File: src/rtl/dtwl_pkg.sv
// Shared types and constants of the DDS tuning word serial loader.
package dtwl_pkg;

	localparam logic [1:0] KIND_CLOCK = 2'd0;
	localparam logic [1:0] KIND_LOAD  = 2'd1;
	localparam logic [1:0] KIND_DATA  = 2'd2;

	localparam int          FREQ_W    = 32;
	localparam int          REF_W     = 32;
	localparam int          TW_W      = 32;
	localparam int          STEP_W    = 6;
	localparam logic [5:0]  STEP_LAST = 6'd63;
	localparam logic [31:0] REF_RESET = 32'd125000000;

	typedef struct packed {
		logic       start;
		logic       div_step;
		logic       sym_load;
		logic       fs_load;
		logic [1:0] kind;
		logic       last;
	} dtwl_cmd_t;

endpackage

File: src/rtl/dtwl_dp.sv
// Datapath: reference register, restoring divider, frame shifter, output word register.
module dtwl_dp #(
	parameter int WORD_BITS    = 32,
	parameter int CONTROL_BITS = 8
) (
	input  logic                       clk,
	input  logic                       arst_n,
	input  dtwl_pkg::dtwl_cmd_t        cmd,
	input  logic                       cfg_we,
	input  logic [dtwl_pkg::REF_W-1:0] cfg_data,
	input  logic [dtwl_pkg::FREQ_W-1:0] freq_hz,
	output logic [1:0]                 symbol_kind,
	output logic                       data_bit,
	output logic [dtwl_pkg::TW_W-1:0]  tuning_word,
	output logic                       last
);

	localparam int FSW = WORD_BITS + CONTROL_BITS;

	logic [dtwl_pkg::REF_W-1:0]  ref_q;
	logic [dtwl_pkg::FREQ_W-1:0] fr_q;
	logic [dtwl_pkg::REF_W-1:0]  rem_q;
	logic [WORD_BITS-1:0]        quo_q;
	logic [FSW-1:0]              fs_q;
	logic [1:0]                  kind_q;
	logic                        bit_q;
	logic [dtwl_pkg::TW_W-1:0]   tw_q;
	logic                        last_q;

	logic [dtwl_pkg::REF_W:0]    shifted;
	logic [dtwl_pkg::REF_W+1:0]  diff;
	logic                        ge;
	logic [WORD_BITS+31:0]       quo_ext;
	logic [FSW-1:0]              fs_src;

	assign shifted = {rem_q, fr_q[dtwl_pkg::FREQ_W-1]};
	assign diff    = {1'b0, shifted} - {2'b00, ref_q};
	assign ge      = ~diff[dtwl_pkg::REF_W+1];
	assign quo_ext = {32'd0, quo_q};
	// frame word for the first data symbol comes from the fresh quotient
	assign fs_src  = cmd.fs_load ? FSW'(quo_q) : fs_q;

	always_ff @(posedge clk or negedge arst_n) begin
		if (!arst_n) begin
			ref_q <= dtwl_pkg::REF_RESET;
		end else if (cfg_we) begin
			ref_q <= cfg_data;
		end
	end

	always_ff @(posedge clk) begin
		if (cmd.start) begin
			fr_q  <= freq_hz;
			rem_q <= '0;
		end else if (cmd.div_step) begin
			fr_q  <= {fr_q[dtwl_pkg::FREQ_W-2:0], 1'b0};
			rem_q <= ge ? diff[dtwl_pkg::REF_W-1:0] : shifted[dtwl_pkg::REF_W-1:0];
			quo_q <= {quo_q[WORD_BITS-2:0], ge};
		end
	end

	always_ff @(posedge clk) begin
		if (cmd.sym_load) begin
			kind_q <= cmd.kind;
			last_q <= cmd.last;
			tw_q   <= quo_ext[dtwl_pkg::TW_W-1:0];
			if (cmd.kind == dtwl_pkg::KIND_DATA) begin
				bit_q <= fs_src[0];
				fs_q  <= fs_src >> 1;
			end else begin
				bit_q <= 1'b0;
				fs_q  <= fs_src;
			end
		end
	end

	assign symbol_kind = kind_q;
	assign data_bit    = bit_q;
	assign tuning_word = tw_q;
	assign last        = last_q;

endmodule

File: src/rtl/dtwl_ctrl.sv
// Controller: sequences accept, divide steps and symbol emission.
module dtwl_ctrl #(
	parameter int WORD_BITS    = 32,
	parameter int CONTROL_BITS = 8
) (
	input  logic                clk,
	input  logic                arst_n,
	input  logic                in_valid,
	output logic                in_ready,
	output logic                out_valid,
	input  logic                out_ready,
	output dtwl_pkg::dtwl_cmd_t cmd
);

	localparam int NSYM = WORD_BITS + CONTROL_BITS + 3;
	localparam int SW   = $clog2(NSYM);
	localparam logic [SW-1:0] SYM_FIRST = SW'(0);
	localparam logic [SW-1:0] SYM_LOAD  = SW'(1);
	localparam logic [SW-1:0] SYM_LAST  = SW'(NSYM - 1);

	localparam logic [1:0] ST_IDLE = 2'd0;
	localparam logic [1:0] ST_DIV  = 2'd1;
	localparam logic [1:0] ST_EMIT = 2'd2;

	logic [1:0]                  state_q;
	logic [dtwl_pkg::STEP_W-1:0] step_q;
	logic [SW-1:0]               sym_q;
	logic                        out_valid_q;
	logic                        ld;
	logic                        sym_last;

	assign in_ready  = (state_q == ST_IDLE);
	assign out_valid = out_valid_q;
	assign ld        = (state_q == ST_EMIT) && (!out_valid_q || out_ready);
	assign sym_last  = (sym_q == SYM_LAST);

	always_comb begin
		cmd          = '0;
		cmd.start    = in_valid && in_ready;
		cmd.div_step = (state_q == ST_DIV);
		cmd.sym_load = ld;
		cmd.fs_load  = (sym_q == SYM_FIRST);
		cmd.last     = sym_last;
		if (sym_q == SYM_FIRST) begin
			cmd.kind = dtwl_pkg::KIND_CLOCK;
		end else if (sym_q == SYM_LOAD || sym_last) begin
			cmd.kind = dtwl_pkg::KIND_LOAD;
		end else begin
			cmd.kind = dtwl_pkg::KIND_DATA;
		end
	end

	always_ff @(posedge clk or negedge arst_n) begin
		if (!arst_n) begin
			state_q     <= ST_IDLE;
			step_q      <= '0;
			sym_q       <= '0;
			out_valid_q <= 1'b0;
		end else begin
			if (ld) begin
				out_valid_q <= 1'b1;
			end else if (out_ready) begin
				out_valid_q <= 1'b0;
			end
			case (state_q)
				ST_IDLE: begin
					if (in_valid) begin
						step_q  <= '0;
						state_q <= ST_DIV;
					end
				end
				ST_DIV: begin
					step_q <= step_q + 1'b1;
					if (step_q == dtwl_pkg::STEP_LAST) begin
						sym_q   <= '0;
						state_q <= ST_EMIT;
					end
				end
				ST_EMIT: begin
					if (ld) begin
						sym_q <= sym_q + 1'b1;
						if (sym_last) begin
							state_q <= ST_IDLE;
						end
					end
				end
				default: begin
					state_q <= ST_IDLE;
				end
			endcase
		end
	end

	a_accept_div: assert property (@(posedge clk) disable iff (!arst_n)
		in_valid && in_ready |=> state_q == ST_DIV && step_q == '0)
		else $error("accepted word did not start divide");
	a_div_to_emit: assert property (@(posedge clk) disable iff (!arst_n)
		state_q == ST_DIV && step_q == dtwl_pkg::STEP_LAST |=> state_q == ST_EMIT && sym_q == '0)
		else $error("divide did not hand over to emission");
	a_last_idle: assert property (@(posedge clk) disable iff (!arst_n)
		ld && sym_last |=> state_q == ST_IDLE && out_valid_q)
		else $error("frame end mishandled");
	a_stall_hold: assert property (@(posedge clk) disable iff (!arst_n)
		state_q == ST_EMIT && out_valid_q && !out_ready |=> $stable(sym_q))
		else $error("symbol index moved under stall");

endmodule

File: src/rtl/dds_tuning_word_serial_loader.sv
// Top level of the DDS tuning word serial loader.
//
//  channel | signals                                    | accepted when
//  --------+--------------------------------------------+-------------------------
//  in      | in_valid, in_ready, freq_hz                | in_valid & in_ready
//  out     | out_valid, out_ready, symbol_kind,         | out_valid & out_ready
//          | data_bit, tuning_word, last                |
//  cfg     | cfg_valid, cfg_ready, cfg_data             | cfg_valid & cfg_ready
//
// One word goes through an accept, 64 restoring divide steps (one quotient bit per
// cycle in the shared subtractor) and WORD_BITS+CONTROL_BITS+3 symbols.
// The last symbol waits in the output register while the next divide runs.
// out_ready low freezes emission; the reference register resets to 125000000.
module dds_tuning_word_serial_loader #(
	parameter int WORD_BITS    = 32,
	parameter int CONTROL_BITS = 8
) (
	input  logic                        clk,
	input  logic                        arst_n,
	input  logic                        in_valid,
	output logic                        in_ready,
	input  logic [dtwl_pkg::FREQ_W-1:0] freq_hz,
	output logic                        out_valid,
	input  logic                        out_ready,
	output logic [1:0]                  symbol_kind,
	output logic                        data_bit,
	output logic [dtwl_pkg::TW_W-1:0]   tuning_word,
	output logic                        last,
	input  logic                        cfg_valid,
	output logic                        cfg_ready,
	input  logic [dtwl_pkg::REF_W-1:0]  cfg_data
);

	dtwl_pkg::dtwl_cmd_t cmd;

	assign cfg_ready = 1'b1;

	dtwl_ctrl #(
		.WORD_BITS    (WORD_BITS),
		.CONTROL_BITS (CONTROL_BITS)
	) u_ctrl (
		.clk       (clk),
		.arst_n    (arst_n),
		.in_valid  (in_valid),
		.in_ready  (in_ready),
		.out_valid (out_valid),
		.out_ready (out_ready),
		.cmd       (cmd)
	);

	dtwl_dp #(
		.WORD_BITS    (WORD_BITS),
		.CONTROL_BITS (CONTROL_BITS)
	) u_dp (
		.clk         (clk),
		.arst_n      (arst_n),
		.cmd         (cmd),
		.cfg_we      (cfg_valid && cfg_ready),
		.cfg_data    (cfg_data),
		.freq_hz     (freq_hz),
		.symbol_kind (symbol_kind),
		.data_bit    (data_bit),
		.tuning_word (tuning_word),
		.last        (last)
	);

endmodule
File: config.mk
export PLATFORM = sky130hd
export DESIGN_NAME = dds_tuning_word_serial_loader
export DESIGN_NICKNAME = d
export VERILOG_FILES = /design/src/rtl/dtwl_pkg.sv /design/src/rtl/dtwl_dp.sv /design/src/rtl/dtwl_ctrl.sv /design/src/rtl/dds_tuning_word_serial_loader.sv
export SDC_FILE = /design/constraint.sdc
export NUM_CORES = 1
export LEC_CHECK = 0
export ABC_AREA = 1
export BUFFER_PORTS_ARGS = -buffer_cell sky130_fd_sc_hd__buf_2
export CORE_MARGIN = 8
export CORE_UTILIZATION = 60
export DETAILED_ROUTE_END_ITERATION = 8
export GPL_ROUTABILITY_DRIVEN = 0
export GPL_TIMING_DRIVEN = 0
export PLACE_DENSITY = 0.81
export SLEW_MARGIN = 20
export SYNTH_ARGS = -nofsm -noshare
export SYNTH_HDL_FRONTEND = slang
export SYNTH_SLANG_ARGS = --single-unit
File: constraint.sdc
create_clock -name clk -period 5.6 [get_ports clk]
set_input_delay 0.84 -clock clk [delete_from_list [all_inputs] [get_ports clk]]
set_output_delay 0.84 -clock clk [all_outputs]
set_load 0.005 [all_outputs]
==> results.yml <==
job:
  drv_cap: 0
power_and_ir_drop:
  clkPwrFrac_pct: 19.4
  finalPower_mw: 7.342
  switching_power_mw: 2.986
  swShare_pct: 40.67
  internal_power_mw: 4.357
  vdd_drop_max_uv: 284.0
  leakagePower_nw: 6.256
  power.density_mw_per_mm2: 567.6
  p_seq_share_pct: 36.1
  combPwrFrac_pct: 44.5
logic_synthesis:
  syn_nets: 1464
  yosysSeqAreaShare_pct: 53.39
  yosysTopAreaCellShare_pct: 37.18
  postSynthCellCount: 1357
  synth_seq_cells: 219
  yosysWarnings: 0
  synth_edf_count: 140
  synthTopCellsByArea: "edfxtp_1 37%, nand2_1 15%, dfrtp_1 7.5%"
  avgSynthCellArea_um2: 8.332
  async_flop_share_pct: 21.46
  synth_cell_types: 44
  yosys.area.top_type: "edfxtp_1"
  ys.flop_type: "edfxtp_1"
  syn_area_mm2: 0.01131
global_route:
  grt_util_met1_pct: 29.38
  antenna_found_initial: 0
  globalRouteMet3Util_pct: 3.355
  grt_max_degree: 48
  grt.busiest_layer: "met2"
  grt_pass1_vias: 8796
  use_met2_pct: 36.29
  grt_first_pass_wirelength_um: 42920
  overflow: 0
  grt_usage_pct: 21.80
sta:
  whs_ns: 0.3488
  min_period_over_period_pct: 44.80
  grt_setup_unrepaired: "no"
  setup_violations: 0
  skew_ns: 0.01299
  drv_slew: 0
  worst_slew_pin_slew_ns: 0.9607
  period_minus_slack_ns: 2.509
  max_freq_mhz: 398.6
  relSlewSlack_pct: 35.95
  hold_viol: 0
worst_setup_path:
  worst-r2r-cell-count: 15
  required_ns: 6.01
  crit_chain: "inv_1, ha_1, nand2_1, nand2_1, nand2_1, nand3_1, a21oi_2, nor2_4, nor2_8, buf_2, nand3_1, nand2_1, inv_1, nand2_1, nand2_1"
  cpMaxStageDelayCell: "dfstp_2"
  worstPathMaxFanout: 10
  slowest_delay_ns: 0.51
  cp-end-kind: "register"
  critical_path_class: "register to register"
  cpMostUsedCell: "nand2_1"
  start_kind: "register"
  arrival_ns: 2.92
clock_network:
  cts_tree: "done"
  insertion_delay_ns: 0.51
  cts_hold_buffers: 0
  cts_resized: 0
  clockBufferDepth: 3
  numCtsBuffers: 22
  cts.htree.levels: 1
  cts_setup_buffers: 0
  clkTransAtPathRegs_ns: 0.06
  cts_root_buffer: "clkbuf_16"
  clkSinkCount: 219
worst_hold_path:
  hp-class: "primary input to async pin"
floorplan:
  die-area_mm2: 0.02349
  num_rows: 50
  dieWidth_um: 153.3
  die_h_um: 153.3
  core_area_mm2: 0.01858
  pin_count: 108
  start_util_pct: 60.86
layout:
  syn_to_final_growth_pct: 14.40
  n_fill_cell: 1436
  layout-drive-gt1-share_pct: 13.68
  final_core_util_pct: 69.62
  n_antenna_cell: 0
  final_common_cell: "nand2_1"
  final_cells: 1740
  mostFrequentLayoutCells: "452 x nand2_1, 197 x inv_1, 140 x edfxtp_1, 119 x buf_2, 108 x nor2_1"
  layout.nets: 1597
routing:
  wl_per_cell_um: 14.92
  wl_um: 25960
  drc_errors: 0
  vias_per_cell: 5.338
  vias: 9288
  drt_iter0_markers: 752
  drt-pass1-iter-count: 7
  detail-route-antenna-nets: 0
run_status:
  outcome: "completed"
placed_design:
  dp_hpwl_um: 19180
  port_buffers: 105
  dp_cells: 1700
## Yosys cell counts, types with 11 or more instances
master,count
buf_2,15
nand3b_1,11
dfrtp_1,34
o21ai_0,55
clkbuf_1,21
inv_1,197
nand2_1,452
nand3_1,92
nor2_1,109
dfxtp_1,32
dfstp_2,13
ha_1,37
o22ai_1,25
a21oi_1,31
edfxtp_1,140
## state kept, by name, summed over array words and instances (netlist names)
| signal | flops |
|---|---|
| u_dp.fs_q | 40 |
| u_dp.fr_q | 32 |
| u_dp.quo_q | 32 |
| u_dp.ref_q | 32 |
| u_dp.rem_q | 32 |
| u_dp.tuning_word | 32 |
| u_ctrl.step_q | 6 |
| u_ctrl.sym_q | 6 |
| u_ctrl.state_q | 2 |
| u_dp.symbol_kind | 2 |
| u_ctrl.out_valid | 1 |
| u_dp.data_bit | 1 |
| u_dp.last | 1 |
## final cells by class
cell class / count / area [um^2] / share of cell area [%]
buffer: 39 / 185.2 / 1.432
clock buffer: 28 / 583.1 / 4.508
clock inverter: 12 / 120.1 / 0.9286
inverter: 203 / 762.0 / 5.891
multi-input combinational: 896 / 4332 / 33.49
sequential: 219 / 6037 / 46.67
tap: 234 / 292.8 / 2.263
timing repair buffer: 109 / 623.1 / 4.817
## critical path, delay by kind of cell, from the launching register on
kind	cells	cell delay, ns
buf+inv	3	0.40
flops	1	0.51
simple gates	10	0.90
compound gates	1	0.23
fa+ha+maj	1	0.35
## metrics by stage
stage	TNS (ns)	area, um^2	worst slack (ns)
after global routing	0	12930	2.866
final	0	12930	3.091
after floorplan	0	11310	0.4398
after detailed placement	0	12230	2.754
after global placement	-22.71	12130	-0.9148
after CTS	0	12930	3.070
## final timing paths
kind	from	to	slack, ns
worst min register to register	u_ctrl.step_q[5]$_DFFE_PN0P_	u_ctrl.step_q[5]$_DFFE_PN0P_	0.47
max in group asynchronous	arst_n	u_ctrl.sym_q[5]$_DFFE_PN0P_	4.83
worst min-delay path	arst_n	u_dp.ref_q[19]$_DFFE_PN0P_	0.35
worst max-delay path	u_dp.ref_q[22]$_DFFE_PN1P_	u_dp.rem_q[30]$_SDFFE_PP0P_	3.09
min in group clk	u_ctrl.step_q[5]$_DFFE_PN0P_	u_ctrl.step_q[5]$_DFFE_PN0P_	0.47
worst max register to register	u_dp.ref_q[22]$_DFFE_PN1P_	u_dp.rem_q[30]$_SDFFE_PP0P_	3.09
## metal layers
layer  vias to the layer above  routed length, um
met2                       318              12030
met3                        30               1776
met5                         -                  0
met4                         0                404
li1                       4634                  -
met1                      4306              11750
## logic make-up after synthesis
| family | synth area share [%] |
|---|---|
| xor+xnor | 1.007 |
| flops | 53.39 |
| simple gates | 26.33 |
| compound gates | 6.507 |
| mux | 0.09958 |
| fa+ha+maj | 4.271 |
| other cells | 0.03317 |
| buf+inv | 8.366 |
## power groups by stage
stage                     clock network, mW  registers [mW]  logic [mW]
after detailed placement                  0            2.67        3.20
after global placement                    0            2.66        3.09
after floorplan                           0            2.58        2.45
after CTS                              1.45            2.65        3.23
after global routing                   1.51            2.70        3.71
final                                  1.43            2.65        3.26
Note: power is estimated with default switching activity, not from simulation.
